==> src/hw/rtl/brl_pkg.sv <==
package brl_pkg;

  localparam int unsigned COORD_BITS_DEF = 16;
  localparam int unsigned SCR_BITS       = 13;
  localparam int unsigned CFG_DATA_BITS  = 32;
  localparam int unsigned CFG_ADDR_BITS  = 3;
  localparam int unsigned COLOR_BITS     = 32;

  localparam logic [SCR_BITS-1:0] SCR_WIDTH_RST  = 13'd800;
  localparam logic [SCR_BITS-1:0] SCR_HEIGHT_RST = 13'd600;

  typedef enum logic {
    REQ_START   = 1'b0,
    REQ_ADVANCE = 1'b1
  } req_type_t;

  typedef enum logic {
    REG_SCREEN_WIDTH  = 1'b0,
    REG_SCREEN_HEIGHT = 1'b1
  } reg_sel_t;

  typedef struct packed {
    logic [SCR_BITS-1:0] width;
    logic [SCR_BITS-1:0] height;
  } screen_cfg_t;

endpackage

==> src/hw/rtl/brl_cfg_regs.sv <==
module brl_cfg_regs (
  input  logic                              clk,
  input  logic                              rst_n,
  input  logic                              cfg_psel,
  input  logic                              cfg_penable,
  input  logic                              cfg_pwrite,
  input  logic [brl_pkg::CFG_ADDR_BITS-1:0] cfg_paddr,
  input  logic [brl_pkg::CFG_DATA_BITS-1:0] cfg_pwdata,
  output logic [brl_pkg::CFG_DATA_BITS-1:0] cfg_prdata,
  output logic                              cfg_pready,
  output brl_pkg::screen_cfg_t              scr_cfg
);
  import brl_pkg::*;

  logic [SCR_BITS-1:0] width_r;
  logic [SCR_BITS-1:0] height_r;
  reg_sel_t            sel;
  logic                wr_en;

  assign sel        = reg_sel_t'(cfg_paddr[2]);
  assign cfg_pready = 1'b1;
  assign wr_en      = cfg_psel & cfg_penable & cfg_pwrite & cfg_pready;

  always_ff @(posedge clk) begin
    if (!rst_n) begin
      width_r  <= SCR_WIDTH_RST;
      height_r <= SCR_HEIGHT_RST;
    end else if (wr_en) begin
      case (sel)
        REG_SCREEN_WIDTH:  width_r  <= cfg_pwdata[SCR_BITS-1:0];
        REG_SCREEN_HEIGHT: height_r <= cfg_pwdata[SCR_BITS-1:0];
        default: ;
      endcase
    end
  end

  always_comb begin
    case (sel)
      REG_SCREEN_WIDTH:  cfg_prdata = CFG_DATA_BITS'(width_r);
      REG_SCREEN_HEIGHT: cfg_prdata = CFG_DATA_BITS'(height_r);
      default:           cfg_prdata = '0;
    endcase
  end

  assign scr_cfg.width  = width_r;
  assign scr_cfg.height = height_r;

endmodule

==> src/hw/rtl/brl_core.sv <==
module brl_core #(
  parameter int unsigned COORD_BITS = brl_pkg::COORD_BITS_DEF
) (
  input  logic                                clk,
  input  logic                                rst_n,
  input  logic                                step,
  input  brl_pkg::req_type_t                  req,
  input  logic signed [COORD_BITS-1:0]        x0,
  input  logic signed [COORD_BITS-1:0]        y0,
  input  logic signed [COORD_BITS-1:0]        x1,
  input  logic signed [COORD_BITS-1:0]        y1,
  input  logic [brl_pkg::COLOR_BITS-1:0]      color,
  input  brl_pkg::screen_cfg_t                scr_cfg,
  output logic signed [COORD_BITS-1:0]        px,
  output logic signed [COORD_BITS-1:0]        py,
  output logic [brl_pkg::COLOR_BITS-1:0]      pcolor,
  output logic                                pwe,
  output logic                                plast
);
  import brl_pkg::*;

  localparam int unsigned C  = COORD_BITS;
  localparam int unsigned DW = C + 1;
  localparam int unsigned EW = C + 3;
  localparam int unsigned CW = ((C > SCR_BITS) ? C : SCR_BITS) + 1;

  // line state
  logic signed [C-1:0]  cur_x_r, cur_x_nxt;
  logic signed [C-1:0]  cur_y_r, cur_y_nxt;
  logic signed [C-1:0]  major_end_r, major_end_nxt;
  logic signed [EW-1:0] err_r, err_nxt;
  logic signed [EW-1:0] inc_str_r, inc_str_nxt;
  logic signed [EW-1:0] inc_diag_r, inc_diag_nxt;
  logic                 steep_r, steep_nxt;
  logic                 up_r, up_nxt;
  logic                 active_r, active_nxt;
  logic [COLOR_BITS-1:0] color_r, color_nxt;

  function automatic logic below(input logic signed [C-1:0] v,
                                 input logic [SCR_BITS-1:0] lim);
    below = $signed({{(CW-C){v[C-1]}}, v}) < $signed({{(CW-SCR_BITS){1'b0}}, lim});
  endfunction

  function automatic logic visible(input logic signed [C-1:0] x,
                                   input logic signed [C-1:0] y,
                                   input screen_cfg_t s);
    visible = !x[C-1] && below(x, s.width) && !y[C-1] && below(y, s.height);
  endfunction

  // start path
  logic signed [DW-1:0] dx, dy;
  logic [DW-1:0]        adx, ady;
  logic                 s_steep, s_up, s_reject, s_last;
  logic [C-1:0]         amaj, amin;
  logic signed [C-1:0]  s_x, s_y, s_end;

  assign dx = $signed({x1[C-1], x1}) - $signed({x0[C-1], x0});
  assign dy = $signed({y1[C-1], y1}) - $signed({y0[C-1], y0});
  assign adx = dx[DW-1] ? DW'(-dx) : DW'(dx);
  assign ady = dy[DW-1] ? DW'(-dy) : DW'(dy);
  assign s_steep = ady > adx;
  assign s_up = (dx[DW-1] && dy[DW-1]) ||
                (!dx[DW-1] && (dx != '0) && !dy[DW-1] && (dy != '0));
  assign s_reject = (x0[C-1] && x1[C-1]) || (y0[C-1] && y1[C-1]) ||
                    (!below(x0, scr_cfg.width) && !below(x1, scr_cfg.width)) ||
                    (!below(y0, scr_cfg.height) && !below(y1, scr_cfg.height));
  assign amaj = s_steep ? ady[C-1:0] : adx[C-1:0];
  assign amin = s_steep ? adx[C-1:0] : ady[C-1:0];

  always_comb begin
    if (s_steep ? !dy[DW-1] : !dx[DW-1]) begin
      s_x   = x0;
      s_y   = y0;
      s_end = s_steep ? y1 : x1;
    end else begin
      s_x   = x1;
      s_y   = y1;
      s_end = s_steep ? y0 : x0;
    end
  end

  assign s_last = s_steep ? (s_y >= s_end) : (s_x >= s_end);

  // advance path
  logic signed [C-1:0]  a_maj, a_min_cur, a_min;
  logic                 a_move, a_last;

  assign a_move    = steep_r ? (!err_r[EW-1] && (err_r != '0)) : !err_r[EW-1];
  assign a_maj     = (steep_r ? cur_y_r : cur_x_r) + C'(1);
  assign a_min_cur = steep_r ? cur_x_r : cur_y_r;
  assign a_min     = !a_move ? a_min_cur :
                     (up_r ? a_min_cur + C'(1) : a_min_cur - C'(1));
  assign a_last    = a_maj >= major_end_r;

  always_comb begin
    cur_x_nxt     = cur_x_r;
    cur_y_nxt     = cur_y_r;
    major_end_nxt = major_end_r;
    err_nxt       = err_r;
    inc_str_nxt   = inc_str_r;
    inc_diag_nxt  = inc_diag_r;
    steep_nxt     = steep_r;
    up_nxt        = up_r;
    active_nxt    = active_r;
    color_nxt     = color_r;
    px            = cur_x_r;
    py            = cur_y_r;
    pcolor        = color_r;
    pwe           = 1'b0;
    plast         = 1'b1;
    case (req)
      REQ_START: begin
        if (s_reject) begin
          active_nxt = 1'b0;
          px         = x0;
          py         = y0;
          pcolor     = color;
        end else begin
          cur_x_nxt     = s_x;
          cur_y_nxt     = s_y;
          major_end_nxt = s_end;
          err_nxt       = $signed({2'b00, amin, 1'b0}) - $signed({3'b000, amaj});
          inc_str_nxt   = $signed({2'b00, amin, 1'b0});
          inc_diag_nxt  = $signed({2'b00, amin, 1'b0}) - $signed({2'b00, amaj, 1'b0});
          steep_nxt     = s_steep;
          up_nxt        = s_up;
          active_nxt    = !s_last;
          color_nxt     = color;
          px            = s_x;
          py            = s_y;
          pcolor        = color;
          pwe           = visible(s_x, s_y, scr_cfg);
          plast         = s_last;
        end
      end
      REQ_ADVANCE: begin
        if (active_r) begin
          cur_x_nxt  = steep_r ? a_min : a_maj;
          cur_y_nxt  = steep_r ? a_maj : a_min;
          err_nxt    = err_r + (a_move ? inc_diag_r : inc_str_r);
          active_nxt = !a_last;
          px         = cur_x_nxt;
          py         = cur_y_nxt;
          pwe        = visible(cur_x_nxt, cur_y_nxt, scr_cfg);
          plast      = a_last;
        end
      end
      default: ;
    endcase
  end

  always_ff @(posedge clk) begin
    if (!rst_n) begin
      cur_x_r  <= '0;
      cur_y_r  <= '0;
      color_r  <= '0;
      active_r <= 1'b0;
    end else if (step) begin
      cur_x_r  <= cur_x_nxt;
      cur_y_r  <= cur_y_nxt;
      color_r  <= color_nxt;
      active_r <= active_nxt;
    end
  end

  always_ff @(posedge clk) begin
    if (step) begin
      major_end_r <= major_end_nxt;
      err_r       <= err_nxt;
      inc_str_r   <= inc_str_nxt;
      inc_diag_r  <= inc_diag_nxt;
      steep_r     <= steep_nxt;
      up_r        <= up_nxt;
    end
  end

endmodule

==> src/hw/rtl/bresenham_line_raster.sv <==
// Bresenham line rasterizer with per-pixel screen clipping.
// Input channel (in_*): in_tuser selects the request, 0 starts a line from
// the endpoints and color in in_tdata, 1 advances one pixel along the line.
// Every accepted request produces exactly one output transfer (out_*):
// pixel x, y and color in out_tdata, write enable in out_tuser (pixel lies
// on screen), and out_tlast on the final pixel of a line, on a rejected
// line, or on an advance with no line in progress.
// Screen width and height are set through the APB port (registers at byte
// addresses 0 and 4). The user must write them only while the engine is idle;
// the block itself does not enforce this. An input transfer passes the input
// register, then the step logic (one add and compare) into the output register.
// Throughput is one pixel per cycle while out_tready is high, set by one step.
// A stalled receiver holds the output register; the input register still
// takes one more transfer, then in_tready drops until out_tready returns.
// Synchronous reset empties both registers, drops any line in progress and
// restores the screen size to 800 by 600.
module bresenham_line_raster #(
  parameter int unsigned COORD_BITS = brl_pkg::COORD_BITS_DEF,
  localparam int unsigned IN_DW  = ((4 * COORD_BITS + brl_pkg::COLOR_BITS + 7) / 8) * 8,
  localparam int unsigned OUT_DW = ((2 * COORD_BITS + brl_pkg::COLOR_BITS + 7) / 8) * 8
) (
  input  logic                              clk,
  input  logic                              rst_n,
  input  logic                              in_tvalid,
  output logic                              in_tready,
  // start_x, start_y, end_x, end_y, pen_color
  input  logic [IN_DW-1:0]                  in_tdata,
  // req_type
  input  logic                              in_tuser,
  output logic                              out_tvalid,
  input  logic                              out_tready,
  // pixel_x, pixel_y, pixel_color
  output logic [OUT_DW-1:0]                 out_tdata,
  // write_enable
  output logic                              out_tuser,
  output logic                              out_tlast,
  input  logic                              cfg_psel,
  input  logic                              cfg_penable,
  input  logic                              cfg_pwrite,
  input  logic [brl_pkg::CFG_ADDR_BITS-1:0] cfg_paddr,
  input  logic [brl_pkg::CFG_DATA_BITS-1:0] cfg_pwdata,
  output logic [brl_pkg::CFG_DATA_BITS-1:0] cfg_prdata,
  output logic                              cfg_pready
);
  import brl_pkg::*;

  localparam int unsigned C   = COORD_BITS;
  localparam int unsigned PLW = 4 * C + COLOR_BITS;

  screen_cfg_t scr_cfg;

  logic            in_valid_r;
  req_type_t       in_req_r;
  logic [PLW-1:0]  in_data_r;

  logic                   out_valid_r;
  logic signed [C-1:0]    out_x_r;
  logic signed [C-1:0]    out_y_r;
  logic [COLOR_BITS-1:0]  out_color_r;
  logic                   out_we_r;
  logic                   out_last_r;

  logic                   out_load;
  logic                   consume;
  logic signed [C-1:0]    px, py;
  logic [COLOR_BITS-1:0]  pcolor;
  logic                   pwe, plast;

  brl_cfg_regs u_cfg (
    .clk         (clk),
    .rst_n       (rst_n),
    .cfg_psel    (cfg_psel),
    .cfg_penable (cfg_penable),
    .cfg_pwrite  (cfg_pwrite),
    .cfg_paddr   (cfg_paddr),
    .cfg_pwdata  (cfg_pwdata),
    .cfg_prdata  (cfg_prdata),
    .cfg_pready  (cfg_pready),
    .scr_cfg     (scr_cfg)
  );

  assign out_load  = !out_valid_r || out_tready;
  assign consume   = in_valid_r && out_load;
  assign in_tready = rst_n && (!in_valid_r || consume);

  always_ff @(posedge clk) begin
    if (!rst_n) begin
      in_valid_r <= 1'b0;
    end else if (in_tready) begin
      in_valid_r <= in_tvalid;
    end
  end

  always_ff @(posedge clk) begin
    if (in_tready && in_tvalid) begin
      in_req_r  <= req_type_t'(in_tuser);
      in_data_r <= in_tdata[PLW-1:0];
    end
  end

  brl_core #(
    .COORD_BITS (COORD_BITS)
  ) u_core (
    .clk     (clk),
    .rst_n   (rst_n),
    .step    (consume),
    .req     (in_req_r),
    .x0      ($signed(in_data_r[C-1:0])),
    .y0      ($signed(in_data_r[2*C-1:C])),
    .x1      ($signed(in_data_r[3*C-1:2*C])),
    .y1      ($signed(in_data_r[4*C-1:3*C])),
    .color   (in_data_r[PLW-1:4*C]),
    .scr_cfg (scr_cfg),
    .px      (px),
    .py      (py),
    .pcolor  (pcolor),
    .pwe     (pwe),
    .plast   (plast)
  );

  always_ff @(posedge clk) begin
    if (!rst_n) begin
      out_valid_r <= 1'b0;
    end else if (out_load) begin
      out_valid_r <= in_valid_r;
    end
  end

  always_ff @(posedge clk) begin
    if (consume) begin
      out_x_r     <= px;
      out_y_r     <= py;
      out_color_r <= pcolor;
      out_we_r    <= pwe;
      out_last_r  <= plast;
    end
  end

  assign out_tvalid = out_valid_r;
  assign out_tdata  = OUT_DW'({out_color_r, out_y_r, out_x_r});
  assign out_tuser  = out_we_r;
  assign out_tlast  = out_last_r;

endmodule

==> config.mk <==
export PLATFORM = sky130hd
export DESIGN_NAME = bresenham_line_raster
export DESIGN_NICKNAME = d
export VERILOG_FILES = /design/src/hw/rtl/brl_pkg.sv /design/src/hw/rtl/brl_cfg_regs.sv /design/src/hw/rtl/brl_core.sv /design/src/hw/rtl/bresenham_line_raster.sv
export SDC_FILE = /design/constraint.sdc
export NUM_CORES = 1
export LEC_CHECK = 0
export ABC_CLOCK_PERIOD_IN_PS = 27000
export BUFFER_PORTS_ARGS = -buffer_cell sky130_fd_sc_hd__clkbuf_2
export CAP_MARGIN = 40
export CORE_AREA = 3 3 284 258
export DETAILED_ROUTE_END_ITERATION = 10
export DIE_AREA = 0 0 287 261
export HOLD_SLACK_MARGIN = 0.1
export PLACE_DENSITY = 0.58
export SLEW_MARGIN = 40
export SYNTH_ARGS = -nofsm -noshare
export SYNTH_HDL_FRONTEND = slang
export SYNTH_SLANG_ARGS = --single-unit
export TNS_END_PERCENT = 100
==> constraint.sdc <==
create_clock -name clk -period 27 [get_ports clk]
set_clock_uncertainty 0.2 [all_clocks]
set_input_delay 2.7 -clock clk [delete_from_list [all_inputs] [get_ports clk]]
set_output_delay 2.7 -clock clk [all_outputs]
set_load 0.05 [all_outputs]
---- Word-level counts from Yosys, hierarchy flattened ----
Cells that the tools add are included.
W data, S select, Z words.
storage, ports and cells
  register bits ........................... 328
  ROM bits ................................ 0
  memories ................................ 0
  output and inout bits ................... 101
  logic and storage cells ................. 140
  latch bits .............................. 0
  bits of input ports ..................... 139
  bits in writable memories ............... 0
cells by class
  add/subtract/negate cells ............... 10
  equality and inequality tests ........... 2
  mux-type cells .......................... 43
  shift operators ......................... 0
  $lt $le $gt $ge ......................... 12
  bitwise gates (word level) .............. 5
  divide/modulo/power cells ............... 0
  $mul .................................... 0
  reduce and logical (&&, ||, !) cells .... 47
operator list
  cell                     count
  $mux W16                 19
  $lt A16 B14 Y1           8
  $pmux W16 S2             4
  $pmux W32 S2             1
  $mux W19                 3
  $ge A16 B16 Y1           3
  $pmux W19 S2             1
  $mux W17                 2
  $neg A17 Y17             2
  $reduce_bool A17 Y1      2
  $sub A16 B16 Y17         2
  $add A16 B2 Y16 const B  2
  $mux W32                 1
  $add A19 B19 Y19         1
  $reduce_bool A19 Y1      1
  $logic_and A1 B1 Y1      18
  $sub A17 B16 Y18         1
  $sub A17 B17 Y18         1
  $gt A17 B17 Y1           1
  $sub A16 B2 Y16 const B  1
  $logic_not A1 Y1         15
  $mux W1                  9
  $logic_or A1 B1 Y1       6
  $pmux W1 S2              3
  6 further kinds          12

---- Longest topological paths before layout ----
  word-level depth ........................ 12
  gate-level depth with buffers ........... 41
  depth with buffers taken out ............ 37

---- Cells and area by module ----
From an unflattened synthesis, not the netlist that was laid out.
second synthesis, totals
  cells, all modules ...................... 2704
  area, all modules ....................... 25076.6 um^2
modules (own cells, without submodules)
  module                 seq. area each (um^2)  times used  area each (um^2)  cells an instance
  brl_core               3403.3                 1           18702.9           2387
  bresenham_line_raster  4934.7                 1           4991.0            173
  brl_cfg_regs           520.5                  1           1382.6            144

---- Worst setup path after synthesis ----
Ideal clock, no wire load.
  path kind ............................... reg-to-reg
  start ................................... reg in_data_r[16]
  end ..................................... reg u_core.err_r[16], data pin
  arrival time ............................ 8.502 ns
  slack ................................... 18.032 ns
  buffers on the path ..................... 5
  clock period less this slack ............ 8.968 ns
  required time ........................... 26.534 ns
  library setup time ...................... 0.266 ns
  cell stages (with the launch flop) ...... 40
  cell sequence ........................... edfxtp_1 > ha_1 > fa_1 > nand2b_1 > a21boi_1 > o21a_1 > nor2_1 > a211oi_1 > nand4_1 > or4_1 > or2_1 > o31ai_1 > xor2_1 > inv_1 > ha_1 > and3_1 > nand2_1 > o211ai_1 > [4 not listed] > clkbuf_1 > clkbuf_1 > buf_1 > a21oi_1 > ha_1 > nor2b_1 > o21ai_0 > a21oi_1 > o21ai_0 > a21boi_0 > o21a_1 > nor2_1 > o21ai_0 > o41ai_1 > o21ai_0 > a31oi_1 > xnor2_1 > mux2i_1
between the ends
  cells in the longest elaborated chain, start to end .. 8
  elaborated cells on any way between the ends .. 9
  classes of those cells .................. add/sub (3); order compare (1); mux (5)
ends and longest elaborated chain
  what                         RTL line                        source
  start, declared              bresenham_line_raster.sv:54     logic [PLW-1:0] in_data_r;
  start signal, assigned       bresenham_line_raster.sv:97     in_data_r <= in_tdata[PLW-1:0];
  $sub A16 B16 Y17 *           brl_core.sv:58                  assign dy = $signed({y1[C-1], y1}) - $signed({y0[C-1], y0});
  $neg A17 Y17                 brl_core.sv:60                  assign ady = dy[DW-1] ? DW'(-dy) : DW'(dy);
  $mux W17 *                   brl_core.sv:60
  $gt A17 B17 Y1               brl_core.sv:61                  assign s_steep = ady > adx;
  $mux W16 (on tied branches)  brl_core.sv:68, brl_core.sv:67
  $sub A17 B16 Y18 *           brl_core.sv:122                 err_nxt = $signed({2'b00, amin, 1'b0}) - $signed({3'b000, amaj});
  $mux W19 *                   brl_core.sv:113                 if (s_reject) begin
  $pmux W19 S2 *               brl_core.sv:111                 case (req)
  net u_core.err_nxt[16]       brl_core.sv:31                  logic signed [EW-1:0] err_r, err_nxt;
  end signal, assigned         brl_core.sv:169                 err_r <= err_nxt;
  end, declared                brl_core.sv:31
Mark *: on every way through the listed nets, which the timed path passes. The rest lies on a longest branch. The select of a mux whose other input is x is not followed.
A chain may end at the register's enable or synchronous reset.

---- Final worst setup path ----
  start ................................... reg in_data_r[1]
  end ..................................... reg u_core.active_r
between the ends
  cells in the longest elaborated chain, start to end .. 11
  elaborated cells on any way between the ends .. 22
  classes of those cells .................. add/sub (2); order compare (4); mux (10); reduce/logical (6)
ends and longest elaborated chain
  what                                   RTL line         source
  $sub A16 B16 Y17                       brl_core.sv:57   assign dx = $signed({x1[C-1], x1}) - $signed({x0[C-1], x0});
  $neg A17 Y17                           brl_core.sv:59   assign adx = dx[DW-1] ? DW'(-dx) : DW'(dx);
  $mux W17                               brl_core.sv:59
  $gt A17 B17 Y1                         brl_core.sv:61
  $mux W1, or another cell as far along  brl_core.sv:71   if (s_steep ? !dy[DW-1] : !dx[DW-1]) begin
  $mux W16                               brl_core.sv:71
  $ge A16 B16 Y1                         brl_core.sv:82   assign s_last = s_steep ? (s_y >= s_end) : (s_x >= s_end);
  $mux W1                                brl_core.sv:82
  $logic_not A1 Y1                       brl_core.sv:127  active_nxt = !s_last;
  $mux W1 *                              brl_core.sv:113
  $pmux W1 S2 *                          brl_core.sv:111
  end signal, assigned                   brl_core.sv:162  active_r <= active_nxt;
  end, declared                          brl_core.sv:36   logic active_r, active_nxt;
Every way passes the cells marked *; elsewhere a longest branch is shown, timed or not.

==> out/qor.csv <==
metric;value;unit
outcome;completed;
Die ar.;74900;sq um
Reg2Reg Depth;31;
Post-synth EDFFs;233;
met2 usage;0.313;
Slew @ Worst Pin;0.926;ns
Seq cells post-synth;326;
M3 GR Usage;0.0581;
pre-CTS WS;16.70;ns
Max VDD drop;0.0576;mV
Inserted Clock Buffers;40;
max-cap check violation count;0;
post-synth cell types;97;
relative slew slack;0.378;
initial core utilization;0.350;
largest area contributor in the netlist;edfxtp_1;
post-cts resize count;0;
crit-path leading delay family;compound AO/OA/AOI/OAI gates;
Via density;5.49;
async set or reset register ratio after synthesis;0;
first-pass GRT wire length;122;mm
synthesis-to-finish area growth;13.3;%
Largest stage delay, worst path;0.73;ns
Avg Cell Area, Syn;8.87;sq um
Pwr per Cell Area;83.9;nW/um^2
DRT iter0 DRCs;1898;
DR vias;21400;
post-synthesis cell area;24600;sq um
row count;92;
flop-to-flop setup slack;16.35;ns
# fillers;7140;
GRT Total Usage;0.213;
initial antenna violation count;3;
Hold Path Class;reg -> reg;
Routed Antenna Nets;0;
Post-synth top cells;nand2_1 (431), ha_1 (241), edfxtp_1 (233);
Congestion Overflow GR;0;
setup_tns;0;ns
CTS H-tree lvls;2;
# IOs;240;
core area;70200;sq um
slowest CP cell;o21ai_0;
clk sinks;326;
wire per inst;21.1;um
clock latency on the worst-skew pair;0.60;ns
hold buffers post-CTS;0;
count leader, synth;nand2_1;
drt pass-1 iters;6;
largest net degree at the start of global routing;80;
Slew Viols, Final;0;
Final Cycle Share;0.394;
layout cells sized above 1;0.138;
number of I/O port buffers;198;
Clk pin slew, worst setup/hold paths;0.06;ns
most common flop cell mapped by yosys;edfxtp_1;
GRT Max-Usage Layer;met2;
Buf+Inv Stages, Crit Path;3;
Max Freq;0.0939;GHz
Final Setup Violations;0;
synth warn;0;
final worst setup slack;16.35;ns
Static Leak;0.0115;uW
Synth top area share;0.285;
Seq/Total Area, Yosys;0.360;
WP depth;31;
Synth area leaders;edfxtp_1 (28%), ha_1 (12%), dfxtp_1 (7.6%), nand2_1 (6.6%), o21ai_0 (4.6%);
die height;261;um
DR DRC count;0;
Clock Root Buffer;clkbuf_16;
Detail Placement HPWL;62.7;mm
Setup crit end kind;flip-flop;
Final #Nets;3302;
startpoint types;flip-flop;
Req. time, crit path;27.24;ns
Setup CP Type;reg -> reg;
M1 GR Usage;0.298;
Final Hold Violating Endpoints;0;
Critical Path AT;10.89;ns
vias in the first global route;19900;
routed wire length;81.9;mm
RSZ-0062 raised after global routing;no;
die width;287;um
CTS tree;built;
GPL Wtd Cong;0.956;
clock period minus worst slack;10.65;ns
CP Max Fanout;73;
Hold Path Depth;2;
Synth Instances;2772;
Clock Path Buffers;3;
Post-CTS Setup Repair Bufs;0;
## path summary, 6_finish.rpt
path                                    startpoint                 end
worst max register to register        in_data_r[1]     u_core.active_r
worst min-delay path            u_core.color_r[21]  u_core.color_r[21]
worst min register to register  u_core.color_r[21]  u_core.color_r[21]
worst max-delay path                  in_data_r[1]     u_core.active_r
## routing by layer
metal  up-vias  wire length (um)
li1      10300                 -
met4         2              3430
met1      9973             37000
met5         -                13
met3       165              8000
met2       894             33400
## worst reg2reg max path, delay by kind of cell (launching register included)
kind            cells  cell delay (ns)
simple gates       10             2.88
buf+inv             3             0.79
fa+ha+maj           3             1.13
xor+xnor            1             0.40
mux                 1             0.10
flops               1             0.65
compound gates     13             4.31
## cells in the final DEF (no fill, tap or decap), types with 13 or more instances in the layout
cell       Yosys  layout
and3_1        20      20
and2_1        21      20
a21boi_0      75      75
nor3_1        47      47
mux2i_1       38      38
xor2_1        47      47
o31ai_1       20      20
dfxtp_1       93      93
conb_1         2      20
a31oi_1       26      25
ha_1         241     241
mux2_2        65      65
a21oi_1      168     166
inv_1        162     160
clkbuf_16      0      42
o21ai_1        7      17
clkbuf_2       0     198
nand2_1      431     429
o21ai_0      227     217
o21bai_1      17      17
a21o_1        53      53
nand3_1       51      51
buf_4         20      24
a211oi_1      21      21
edfxtp_1     233     233
nor2_1       151     148
nor2b_1       34      34
o21a_1        27      27
o211ai_1      51      51
nand4_1       21      21
or3_1         13      13
xnor2_1       68      68
nand2b_1      25      25
## cell families (layout without fill, tap and decap cells)
kind of cell             after synthesis  after routing  synth area share
AND/OR/NAND/NOR                      866            866             0.160
AO/OA/AOI/OAI                        804            804             0.213
flip-flops                           326            326             0.360
buffers and inverters                305            464            0.0497
adder cells (fa/ha/maj)              246            246             0.127
XOR/XNOR                             118            118            0.0434
multiplexers                         105            105            0.0468
other                                  2             22          0.000306
## through the flow
step / total power (uW) / util / std cells / cell area [sq um] / hold WS (ns)
detailed placement: 1760 / 0.377 / 3815 / 26500 / 0.256
CTS: 2330 / 0.397 / 3889 / 27800 / 0.264
global placement: 1760 / 0.377 / 3815 / 26500 / 0.248
global route: 2500 / 0.397 / 3889 / 27800 / 0.283
finish: 2340 / 0.397 / 3891 / 27900 / 0.261
floorplan: 1470 / - / 2790 / 24600 / 0.240
## flip-flops by register name, indices dropped and copies added (netlist names), 17 cells and up
signal / flops
in_data_r: 96
out_color_r: 32
u_core.color_r: 32
u_core.err_r: 19
u_core.inc_diag_r: 17
## power by group
| group | switching [uW] | leakage [uW] | internal [uW] | total [uW] |
|---|---|---|---|---|
| logic | 734 | 0.00794 | 423 | 1160 |
| registers | 22.0 | 0.00293 | 600 | 622 |
| clock network | 238 | 0.000666 | 319 | 557 |
| total | 993 | 0.0115 | 1340 | 2340 |
## cell type report
class / instances / area (sq um) / share of cell area
antenna: 2 / 5.00 / 0.000180
clock buffer: 52 / 1120 / 0.0402
clock inverter: 22 / 251 / 0.00903
inverter: 166 / 626 / 0.0225
multi-input combinational: 2159 / 14600 / 0.525
sequential: 326 / 8860 / 0.318
tap: 940 / 1180 / 0.0422
timing repair buffer: 224 / 1190 / 0.0429
Power figures use the tool's default switching activity.
